## src/hdl/akvot_pkg.sv

```systemverilog
// Shared types, codes and helpers of the address-keyed value override table.
package akvot_pkg;

  localparam int TABLE_DEPTH = 64;
  localparam int IDX_W = (TABLE_DEPTH > 1) ? $clog2(TABLE_DEPTH) : 1;
  localparam int CNT_W = $clog2(TABLE_DEPTH + 1);

  typedef enum logic [1:0] {
    CMD_ADD     = 2'd0,
    CMD_REMOVE  = 2'd1,
    CMD_CLEAR   = 2'd2,
    CMD_SERVICE = 2'd3
  } cmd_t;

  typedef enum logic [3:0] {
    STAT_UPDATED   = 4'd0,
    STAT_ADDED     = 4'd1,
    STAT_FULL      = 4'd2,
    STAT_BAD_SIZE  = 4'd3,
    STAT_REMOVED   = 4'd4,
    STAT_ABSENT    = 4'd5,
    STAT_CLEARED   = 4'd6,
    STAT_WRITE     = 4'd7,
    STAT_NO_WRITE  = 4'd8,
    STAT_UNMATCHED = 4'd9
  } status_t;

  localparam logic [2:0] VT_I64 = 3'd3;
  localparam logic [2:0] VT_F32 = 3'd4;
  localparam logic [2:0] VT_F64 = 3'd5;

  typedef struct packed {
    logic [63:0] key;
    logic [63:0] value;
    logic [63:0] last;
    logic [3:0]  size;
    logic        mode;
    logic [2:0]  vtype;
  } entry_t;

  typedef struct packed {
    logic        done;
    logic        wr;
    logic [63:0] data;
    logic [3:0]  nbytes;
    logic [63:0] last_new;
  } scale_res_t;

  function automatic logic [63:0] byte_mask(logic [3:0] n);
    logic [63:0] m;
    if (n >= 4'd8) begin
      m = '1;
    end else begin
      m = (64'd1 << {n[2:0], 3'b000}) - 64'd1;
    end
    return m;
  endfunction

endpackage

```

## src/hdl/akvot_mult.sv

```systemverilog
// Radix-2 shift-and-add multiplier, 64 by 64 bits to a 128-bit product.
module akvot_mult (
  input  logic          clk,
  input  logic          rst,
  input  logic          start,
  input  logic [63:0]   a,
  input  logic [63:0]   b,
  output logic          done,
  output logic [127:0]  p
);
  import akvot_pkg::*;

  logic [63:0] hi;
  logic [63:0] lo;
  logic [63:0] a_q;
  logic [5:0]  cnt;
  logic        busy;
  logic [64:0] sum;

  assign sum = {1'b0, hi} + (lo[0] ? {1'b0, a_q} : 65'd0);
  assign p   = {hi, lo};

  always_ff @(posedge clk) begin
    if (rst) begin
      busy <= 1'b0;
      done <= 1'b0;
    end else begin
      done <= !start && busy && (cnt == 6'd63);
      if (start) begin
        busy <= 1'b1;
        hi   <= '0;
        lo   <= b;
        a_q  <= a;
        cnt  <= '0;
      end else if (busy) begin
        hi  <= sum[64:1];
        lo  <= {sum[0], lo[63:1]};
        cnt <= cnt + 6'd1;
        if (cnt == 6'd63) begin
          busy <= 1'b0;
        end
      end
    end
  end

endmodule

```

## src/hdl/akvot_scale.sv

```systemverilog
// Scale unit: wrapping integer and IEEE f32/f64 multiply of the observed value by the factor.
module akvot_scale (
  input  logic                   clk,
  input  logic                   rst,
  input  logic                   start,
  input  logic [2:0]             vtype,
  input  logic [63:0]            seen,
  input  logic [63:0]            factor,
  input  logic [63:0]            last,
  output akvot_pkg::scale_res_t  res
);
  import akvot_pkg::*;

  typedef enum logic [6:0] {
    SC_IDLE   = 7'b0000001,
    SC_MUL    = 7'b0000010,
    SC_NORM   = 7'b0000100,
    SC_DENORM = 7'b0001000,
    SC_ROUND  = 7'b0010000,
    SC_PACK   = 7'b0100000,
    SC_FIN    = 7'b1000000
  } sc_state_t;

  typedef struct packed {
    logic        sign;
    logic [10:0] exp;
    logic [51:0] frac;
  } fp_t;

  function automatic fp_t funpack(logic d, logic [63:0] x);
    fp_t f;
    if (d) begin
      f = {x[63], x[62:52], x[51:0]};
    end else begin
      f = {x[31], {3'b000, x[30:23]}, {x[22:0], 29'd0}};
    end
    return f;
  endfunction

  function automatic logic [63:0] fpack(logic d, logic s, logic [10:0] e, logic [51:0] f);
    logic [63:0] r;
    if (d) begin
      r = {s, e, f};
    end else begin
      r = {32'd0, s, e[7:0], f[51:29]};
    end
    return r;
  endfunction

  sc_state_t          state;
  logic               dbl;
  logic               is_flt;
  logic [63:0]        mask_q;
  logic [3:0]         nbytes_q;
  logic [63:0]        last_q;
  logic signed [12:0] er;
  logic [105:0]       prod;
  logic               sticky;
  logic               sign_q;
  logic [53:0]        kept_r;
  logic [63:0]        fin_data;

  logic               done_q;
  logic               wr_q;
  logic [63:0]        data_q;
  logic [3:0]         nb_q;
  logic [63:0]        last_new_q;

  // Decode of a new request
  logic               d_in;
  fp_t                fa, fc, fl;
  logic [10:0]        maxe_in;
  logic               nan_a, nan_c, nan_l, inf_a, inf_c, zero_a, zero_c, zero_l;
  logic [63:0]        int_mask;
  logic [3:0]         int_bytes;
  logic signed [12:0] bias_in, ea, ec;
  logic               int_eq, flt_eq, done_next;
  logic               mul_start;
  logic [63:0]        mul_a, mul_b;
  logic               mul_done;
  logic [127:0]       mul_p;

  // Working constants of the held format
  logic signed [12:0] bias_q, emin_q;
  logic [10:0]        maxe_q;

  // Rounding and packing
  logic [52:0]        kept;
  logic               guard, st_all, inc;
  logic               carry, lead, ovf;
  logic [53:0]        mant;
  logic signed [12:0] e_fin, fld;
  logic [63:0]        pack_res;

  assign d_in      = (vtype == VT_F64);
  assign fa        = funpack(d_in, seen);
  assign fc        = funpack(d_in, factor);
  assign fl        = funpack(d_in, last);
  assign maxe_in   = d_in ? 11'h7FF : 11'h0FF;
  assign nan_a     = (fa.exp == maxe_in) && (fa.frac != '0);
  assign nan_c     = (fc.exp == maxe_in) && (fc.frac != '0);
  assign nan_l     = (fl.exp == maxe_in) && (fl.frac != '0);
  assign inf_a     = (fa.exp == maxe_in) && (fa.frac == '0);
  assign inf_c     = (fc.exp == maxe_in) && (fc.frac == '0);
  assign zero_a    = (fa.exp == '0) && (fa.frac == '0);
  assign zero_c    = (fc.exp == '0) && (fc.frac == '0);
  assign zero_l    = (fl.exp == '0) && (fl.frac == '0);
  assign int_bytes = 4'd1 << vtype[1:0];
  assign int_mask  = byte_mask(int_bytes);
  assign bias_in   = d_in ? 13'sd1023 : 13'sd127;
  assign ea = signed'({2'b00, (fa.exp == '0) ? 11'd1 : fa.exp}) - bias_in;
  assign ec = signed'({2'b00, (fc.exp == '0) ? 11'd1 : fc.exp}) - bias_in;

  // A request whose value equals the last, or whose type is not scalable, finishes in the cycle after it is taken.
  assign int_eq    = ((seen & int_mask) == (last & int_mask));
  assign flt_eq    = !nan_a && !nan_l && ((fa == fl) || (zero_a && zero_l));
  assign done_next = (state == SC_FIN) ||
                     ((state == SC_IDLE) && start &&
                      ((vtype <= VT_I64) ? int_eq :
                       (vtype == VT_F32 || vtype == VT_F64) ? flt_eq : 1'b1));

  assign bias_q = dbl ? 13'sd1023 : 13'sd127;
  assign emin_q = dbl ? -13'sd1022 : -13'sd126;
  assign maxe_q = dbl ? 11'h7FF : 11'h0FF;

  always_comb begin
    mul_start = 1'b0;
    mul_a     = seen & int_mask;
    mul_b     = factor & int_mask;
    if (start && state == SC_IDLE) begin
      if (vtype <= VT_I64) begin
        mul_start = ((seen & int_mask) != (last & int_mask));
      end else if (vtype == VT_F32 || vtype == VT_F64) begin
        mul_a = {11'd0, fa.exp != '0, fa.frac};
        mul_b = {11'd0, fc.exp != '0, fc.frac};
        mul_start = !(!nan_a && !nan_l && ((fa == fl) || (zero_a && zero_l))) &&
                    !nan_a && !nan_c && !inf_a && !inf_c && !zero_a && !zero_c;
      end
    end
  end

  akvot_mult u_mult (
    .clk   (clk),
    .rst   (rst),
    .start (mul_start),
    .a     (mul_a),
    .b     (mul_b),
    .done  (mul_done),
    .p     (mul_p)
  );

  always_comb begin
    kept   = dbl ? prod[105:53] : {29'd0, prod[105:82]};
    guard  = dbl ? prod[52] : prod[81];
    st_all = sticky | (dbl ? (|prod[51:0]) : (|prod[80:0]));
    inc    = guard & (st_all | kept[0]);
    carry  = dbl ? kept_r[53] : kept_r[24];
    mant   = carry ? (kept_r >> 1) : kept_r;
    e_fin  = carry ? (er + 13'sd1) : er;
    lead   = dbl ? mant[52] : mant[23];
    fld    = e_fin + bias_q;
    ovf    = lead && (fld >= signed'({2'b00, maxe_q}));
    if (ovf) begin
      pack_res = fpack(dbl, sign_q, 11'h7FF, 52'd0);
    end else begin
      pack_res = fpack(dbl, sign_q, lead ? fld[10:0] : 11'd0,
                       dbl ? mant[51:0] : {mant[22:0], 29'd0});
    end
  end

  assign res.done     = done_q;
  assign res.wr       = wr_q;
  assign res.data     = data_q;
  assign res.nbytes   = nb_q;
  assign res.last_new = last_new_q;

  always_ff @(posedge clk) begin
    if (rst) begin
      state  <= SC_IDLE;
      done_q <= 1'b0;
    end else begin
      done_q <= done_next;
      case (state)
        SC_IDLE: begin
          if (start) begin
            dbl    <= d_in;
            last_q <= last;
            sticky <= 1'b0;
            sign_q <= fa.sign ^ fc.sign;
            er     <= ea + ec + 13'sd1;
            if (vtype <= VT_I64) begin
              is_flt   <= 1'b0;
              mask_q   <= int_mask;
              nbytes_q <= int_bytes;
              if ((seen & int_mask) == (last & int_mask)) begin
                wr_q <= 1'b0;
              end else begin
                state <= SC_MUL;
              end
            end else if (vtype == VT_F32 || vtype == VT_F64) begin
              is_flt   <= 1'b1;
              mask_q   <= d_in ? '1 : 64'h0000_0000_FFFF_FFFF;
              nbytes_q <= d_in ? 4'd8 : 4'd4;
              if (!nan_a && !nan_l && ((fa == fl) || (zero_a && zero_l))) begin
                wr_q <= 1'b0;
              end else if (nan_a) begin
                fin_data <= fpack(d_in, fa.sign, fa.exp, fa.frac | (52'd1 << 51));
                state    <= SC_FIN;
              end else if (nan_c) begin
                fin_data <= fpack(d_in, fc.sign, fc.exp, fc.frac | (52'd1 << 51));
                state    <= SC_FIN;
              end else if ((inf_a && zero_c) || (zero_a && inf_c)) begin
                fin_data <= fpack(d_in, 1'b1, 11'h7FF, 52'd1 << 51);
                state    <= SC_FIN;
              end else if (inf_a || inf_c) begin
                fin_data <= fpack(d_in, fa.sign ^ fc.sign, 11'h7FF, 52'd0);
                state    <= SC_FIN;
              end else if (zero_a || zero_c) begin
                fin_data <= fpack(d_in, fa.sign ^ fc.sign, 11'd0, 52'd0);
                state    <= SC_FIN;
              end else begin
                state <= SC_MUL;
              end
            end else begin
              wr_q <= 1'b0;
            end
          end
        end
        SC_MUL: begin
          if (mul_done) begin
            if (is_flt) begin
              prod  <= mul_p[105:0];
              state <= SC_NORM;
            end else begin
              fin_data <= mul_p[63:0];
              state    <= SC_FIN;
            end
          end
        end
        SC_NORM: begin
          // Bring the leading one to the top bit, one place a cycle.
          if (!prod[105]) begin
            prod <= {prod[104:0], 1'b0};
            er   <= er - 13'sd1;
          end else if (er < emin_q) begin
            if ((emin_q - er) > 13'sd110) begin
              prod   <= '0;
              sticky <= 1'b1;
              er     <= emin_q;
              state  <= SC_ROUND;
            end else begin
              state <= SC_DENORM;
            end
          end else begin
            state <= SC_ROUND;
          end
        end
        SC_DENORM: begin
          if (er < emin_q) begin
            sticky <= sticky | prod[0];
            prod   <= {1'b0, prod[105:1]};
            er     <= er + 13'sd1;
          end else begin
            state <= SC_ROUND;
          end
        end
        SC_ROUND: begin
          kept_r <= {1'b0, kept} + {53'd0, inc};
          state  <= SC_PACK;
        end
        SC_PACK: begin
          fin_data <= pack_res;
          state    <= SC_FIN;
        end
        SC_FIN: begin
          wr_q       <= 1'b1;
          data_q     <= fin_data & mask_q;
          nb_q       <= nbytes_q;
          last_new_q <= (last_q & ~mask_q) | (fin_data & mask_q);
          state      <= SC_IDLE;
        end
        default: begin
          state <= SC_IDLE;
        end
      endcase
    end
  end

endmodule

```

## config.mk

```make
export PLATFORM = sky130hd
export DESIGN_NAME = akvot_scale
export DESIGN_NICKNAME = d
export VERILOG_FILES = /design/src/hdl/akvot_pkg.sv /design/src/hdl/akvot_mult.sv /design/src/hdl/akvot_scale.sv
export SDC_FILE = /design/constraint.sdc
export NUM_CORES = 2
export LEC_CHECK = 0
export BUFFER_PORTS_ARGS = -buffer_cell sky130_fd_sc_hd__clkbuf_2
export CELL_PAD_IN_SITES_DETAIL_PLACEMENT = 0
export CELL_PAD_IN_SITES_GLOBAL_PLACEMENT = 2
export CORE_MARGIN = 5
export CORE_UTILIZATION = 40
export CTS_CLUSTER_SIZE = 10
export DETAILED_ROUTE_END_ITERATION = 7
export PLACE_DENSITY = 0.91
export SLEW_MARGIN = 20
export SYNTH_ARGS = -nofsm -noshare
export SYNTH_HDL_FRONTEND = slang
export SYNTH_SLANG_ARGS = --single-unit
```

## constraint.sdc

```tcl
create_clock -name clk -period 13.6 [get_ports clk]
set_input_delay 1.36 -clock clk [delete_from_list [all_inputs] [get_ports clk]]
set_output_delay 1.36 -clock clk [all_outputs]
set_load 0.005 [all_outputs]
```

# Word-level counts from Yosys, hierarchy flattened
# Cells that the tools add are included.
# classes
div_mod_pow	0
n_eq_ne	36
mux	108
order_cmp	5
bitwise	13
n_shift	2
n_addsub	12
mul	0
n_reduce_logical	71
# op_table
operator	count
2-to-1 mux 64 bit	36
2-to-1 mux 106 bit	6
AND 64 bit	5
case mux 106 bit (3 select lines)	1
case mux 64 bit (3 select lines)	1
zero test 52 bit	3
nonzero test 52 bit	3
equality test 64 bit	2
2-to-1 mux 53 bit	2
2-to-1 mux 7 bit	15
OR reduction 81 bit	1
2-to-1 mux 13 bit	6
adder 64 x 65 -> 65 bit	1
!= test 64 bit	1
inverter 64 bit	1
bitwise OR 64 bit	1
<< shifter 1 x 6 -> 64 bit, first input constant	1
subtractor 64 x 1 -> 64 bit, second input constant	1
2-to-1 mux 11 bit	5
adder 53 x 1 -> 54 bit	1
2-to-1 mux 52 bit	1
OR reduction 52 bit	1
case mux 7 bit (6 select lines)	1
case mux 13 bit (3 select lines)	1
55 further kinds	150
# totals
wordCells	271
reg_bits	714
out_inout_bits	134
romBits	0
ram_bits	0
latch_bits	0
mem_count	0

# Depth between registers and ports, before layout
# logic_depth
depth_word	20
depth_mapped	25
mapped_depth_nobuf	21

# Modules after synthesis
# From an unflattened synthesis, not the netlist that was laid out.
# unflattened
hier_cells	3490
area_unflattened_um2	38393.1
# modules_own_cells
mod	area_per_inst_um2	n_inst	seq_area_each_um2	cells_per_inst
akvot_scale	26835.7	1	13553.0	2481
akvot_mult	11557.3	1	5985.7	1009

# Least setup slack after synthesis
# No wires, ideal clock.
# synth_timing
kind	in2reg
start	input port vtype[1]
end	register u_mult.cnt[0], enable pin
path_stages	11
arrival_time_ps	10096
path_buffers	3
slack_ps	2833
cell_sequence	nand3b_1 > inv_2 > buf_2 > mux2i_1 > and4b_1 > nand2_1 > nand3_1 > o32a_1 > buf_2 > buf_2 > a21oi_1
# synth_via
elab_chain_len	19
# synth_rtl
element	line	source
start, declared	akvot_scale.sv:6	input logic [2:0] vtype,
parallel branches: the longest is 15 deep, another holds subtractor 64 x 1 -> 64 bit	-	
2-to-1 mux 1 bit *	akvot_scale.sv:131	if (vtype <= VT_I64) begin
2-to-1 mux 1 bit *	akvot_scale.sv:130	if (start && state == SC_IDLE) begin
nonzero test 2 bit (no line) *	-	
AND reduction 2 bit (no line) *	-	
end signal, assigned	akvot_mult.sv:38	cnt <= cnt + 6'd1;
end, declared	akvot_mult.sv:16	logic [5:0] cnt;
# Every way passes the cells marked *.
# A chain may end at the register's enable or synchronous reset.

# Worst setup path after layout
# layout_timing
start	register er[0]
end	register fin_data[18] (data pin)
# layout_via
elab_chain_len	7
# layout_rtl
element	line	source
start, declared	akvot_scale.sv:56	logic signed [12:0] er;
start signal, assigned	akvot_scale.sv:190	er <= ea + ec + 13'sd1;
start signal, assigned	akvot_scale.sv:244	er <= er - 13'sd1;
start signal, assigned	akvot_scale.sv:249	er <= emin_q;
adder 13 x 2 -> 13 bit	akvot_scale.sv:159	e_fin = carry ? (er + 13'sd1) : er;
2-to-1 mux 13 bit *	akvot_scale.sv:159	
adder 13 x 11 -> 13 bit *	akvot_scale.sv:161	fld = e_fin + bias_q;
>= comparator 13 x 12 -> 1 bit *	akvot_scale.sv:162	ovf = lead && (fld >= signed'({2'b00, maxe_q}));
logical AND 1 bit *	akvot_scale.sv:162	
2-to-1 mux 64 bit *	akvot_scale.sv:163	if (ovf) begin
case mux 64 bit (3 select lines) *	akvot_scale.sv:183	case (state)
end signal, assigned	akvot_scale.sv:207	fin_data <= fpack(d_in, fa.sign, fa.exp, fa.frac | (52'd1 << 51));
end signal, assigned	akvot_scale.sv:210	fin_data <= fpack(d_in, fc.sign, fc.exp, fc.frac | (52'd1 << 51));
end signal, assigned	akvot_scale.sv:213	fin_data <= fpack(d_in, 1'b1, 11'h7FF, 52'd1 << 51);
end, declared	akvot_scale.sv:61	logic [63:0] fin_data;
# Every way passes the cells marked *; elsewhere a longest branch is shown, timed or not.

==> run_results.csv <==
group,metric,value,unit
synth,synthArstFlopShare,0,
detailed_routing,drc,12,
power,pwr-share-comb,0.170,
clocking,cts_tree,"yes",
die,io_pins,332,
power,p_sw,0.00151,W
die,die-width,319,µm
worst_setup_path,cp-start-kind,"register",
worst_setup_path,cp-endpoint,"fin_data[18]",
synth,synthTopCellsByCount,"644 x edfxtp_1, 364 x nand2_1, 211 x nor2_1",
clocking,numCtsBuffers,79,
synth,synth.largest_area_cell,"edfxtp_1",
cells_and_area,fill_cells,8905,
power,swShare,0.285,
worst_setup_path,cp_data_required_time,13.92,ns
die,start_util,0.403,
detailed_routing,routed-via-count,32100,
die,dieArea,102000,µm²
timing,rsz0062_at_grt,"false",
placed_design,place_area,41000,µm²
global_routing,grt_pass1_vias,30100,
clocking,cts_sinks,654,
worst_setup_path,reg2reg_setup_slack,7.13,ns
power,p_leak,15.9,nW
timing,hold_viol_final,0,
worst_setup_path,timing.rr.end,"fin_data[18]",
timing,fin_crit_sh,0.476,
placed_design,dp_slack,6.76,ns
min_path,min_path_type,"reg -> reg",
timing,timing.fmax,0.154,GHz
cells_and_area,nets,4126,
clocking,cts_root_buf,"clkbuf_16",
die,rows,113,
detailed_routing,wl_per_cell,30.2,µm
worst_setup_path,startpoint,"er[0]",
flow_run,drv_cap,0,
die,core_area,94900,µm²
timing,setup-violations-final,0,
global_routing,grt_max_degree,129,
timing,clock-skew-final,0.0277,ns
power,power.total,0.00530,W
global_routing,antenna_found_initial,15,
synth,synth_top_area_share,0.506,
synth,ys_types,95,
power,p_int,0.00379,W
detailed_routing,drtPass1Iterations,8,
status,violations,"design-rule violations",
power,vdd_drop_max,0.0000810,V
cells_and_area,layout-drive-gt1-share,0.150,
global_routing,grt_pass1_wl,221000,µm
synth,yosysWarnings,0,
worst_setup_path,cp-end-kind,"register",
synth,synth.most_common_cell,"edfxtp_1",
worst_setup_path,criticalPathCategory,"reg -> reg",
timing,finalCriticalPeriod,6.47,ns
timing,holdWs,0.424,ns
worst_setup_path,timing.rr.start,"er[0]",
synth,syn_nets,3897,
timing,slew_violations,0,
synth,dominantRegCellSynth,"edfxtp_1",
clocking,hold_buffers,0,
clocking,postCtsSetupBuffers,0,
power,seqPwrFrac,0.452,
synth,ys_seq_area_frac,0.511,
global_routing,overflow,0,
clocking,htree_levels,3,
synth,syn_inst,3599,
worst_setup_path,arrival,6.79,ns
placed_design,place_congestion,0.962,
timing,setup_tns,0,ns
worst_setup_path,cp_max_fo,24,
die,die_h,319,µm
detailed_routing,ant_nets,0,
placed_design,numPortBuffers,331,
placed_design,post-dp-hpwl,118000,µm
cells_and_area,syn_to_final_growth,13.4,%
cells_and_area,finalInstanceArea,43300,µm²
timing,layout_setup_ws,7.13,ns
synth,ys_ff_latch,654,
synth,synthTopCellsByArea,"edfxtp_1 51%, nand2_1 3.6%, ha_1 3.2%, a222oi_1 2.8%, and2_1 2.7%",
status,status,"complete, but fails checks",
synth,netlist_area,38200,µm²
clocking,cts_resized,0,
clocking,clock_latency,0.64,ns
timing,relSlewSlack,0.249,
synth,synth-edff-count,644,
detailed_routing,drtIter0Drc,5433,
power,powerDensity,122,nW/µm²
detailed_routing,totalWireLength,155000,µm
power,clock_power_share,0.378,
global_routing,track_usage,0.292,
worst_setup_path,reg2reg_depth,21,
clocking,clkTransAtPathRegs,0.06,ns
synth,avgSynthCellArea,10.6,µm²
detailed_routing,vias_per_cell,6.24,
timing,worstMarginPinSlew,1.12,ns
clocking,ctsLongestPathBuffers,3,
[power by group through the flow]
stage / Clock, W / Combinational [W] / Sequential, W
2_1_floorplan: 0 / 0.000577 / 0.00240
3_3_place_gp: 0 / 0.000875 / 0.00243
3_5_place_dp: 0 / 0.000874 / 0.00243
4_1_cts: 0.00201 / 0.000881 / 0.00239
5_1_grt: 0.00210 / 0.000970 / 0.00240
6_report: 0.00200 / 0.000903 / 0.00239
[registers in the layout (all words and copies together) (netlist names)]
name,count
u_mult.done,1
u_mult.lo,64
u_mult.a_q,64
wr_q,1
state,7
nb_q,4
is_flt,1
sticky,1
prod,106
u_mult.hi,64
data_q,64
dbl,1
nbytes_q,4
u_mult.cnt,6
kept_r,54
er,13
u_mult.busy,1
done_q,1
last_new_q,64
last_q,64
sign_q,1
fin_data,64
mask_q,4
[through the flow]
stage | util | cells
CTS | 0.456 | 5130
floorplan | - | 3599
detailed placement | 0.432 | 5010
global route | 0.457 | 5132
finish | 0.457 | 5136
global placement | 0.431 | 5009
[metal layers]
metal	vias to the layer above	track usage	part of all wire
li1	14100	-	-
met1	15500	0.398	0.40
met2	2124	0.434	0.42
met3	379	0.0713	0.11
met4	6	0.149	0.062
met5	-	0	0.00021
[worst min path at each step]
stage | start | endpoint | cells past startpoint
after global routing | nbytes_q[2] | nb_q[2] | 0
after floorplan | nbytes_q[0] | nb_q[0] | 0
after CTS | nbytes_q[3] | nb_q[3] | 0
final | nbytes_q[2] | nb_q[2] | 0
after detailed placement | nbytes_q[3] | nb_q[3] | 0
after global placement | nbytes_q[1] | nb_q[1] | 0
[cell families (layout without fill, tap and decap cells)]
| kind of cell | count (synthesis) | count (layout) | share of synthesized area |
|---|---|---|---|
| XOR/XNOR | 212 | 212 | 0.0486 |
| other | 1 | 5 | 0.0000982 |
| AND/OR/NAND/NOR | 1238 | 1238 | 0.165 |
| multiplexers | 171 | 171 | 0.0471 |
| buffers and inverters | 409 | 677 | 0.0425 |
| adder cells (fa/ha/maj) | 100 | 100 | 0.0331 |
| AO/OA/AOI/OAI | 814 | 814 | 0.153 |
| flip-flops | 654 | 654 | 0.511 |
[worst max-delay path: stages, from the launching register on]
cell	delay, ns
edfxtp_1	0.68
ha_1	0.61
inv_1	0.22
nor4_2	0.57
nand3_1	0.21
nor2_1	0.16
xnor2_1	0.09
ha_1	0.34
nand2_1	0.08
o31ai_1	0.30
o31a_1	0.20
nor2_1	0.06
xnor2_1	0.14
ha_1	0.32
nand3_1	0.07
nor3_1	0.16
o211ai_1	0.11
o31ai_1	0.30
a21oi_1	0.11
or3_4	0.43
nand2_1	0.75
o221ai_1	0.24
[layout make-up]
class,count,area [µm²],area share
sequential,654,19500,0.451
multi-input combinational,2536,17200,0.396
clock buffer,109,2190,0.0506
timing repair buffer,370,2010,0.0465
tap,1265,1580,0.0365
inverter,187,702,0.0162
clock inverter,11,129,0.00297
antenna,4,10.0,0.000231
[cells in the final DEF, fill, tap and decap left out, types with 98 or more instances in the layout]
| cell | n |
|---|---|
| nand3_1 | 124 |
| clkbuf_2 | 331 |
| edfxtp_1 | 644 |
| and2_1 | 165 |
| xor2_1 | 107 |
| inv_1 | 185 |
| a21oi_1 | 154 |
| o21ai_0 | 157 |
| a222oi_1 | 106 |
| xnor2_1 | 105 |
| nand2_1 | 364 |
| mux2i_1 | 103 |
| ha_1 | 98 |
| nor2_1 | 201 |
Note: power is estimated with default switching activity, not from simulation.
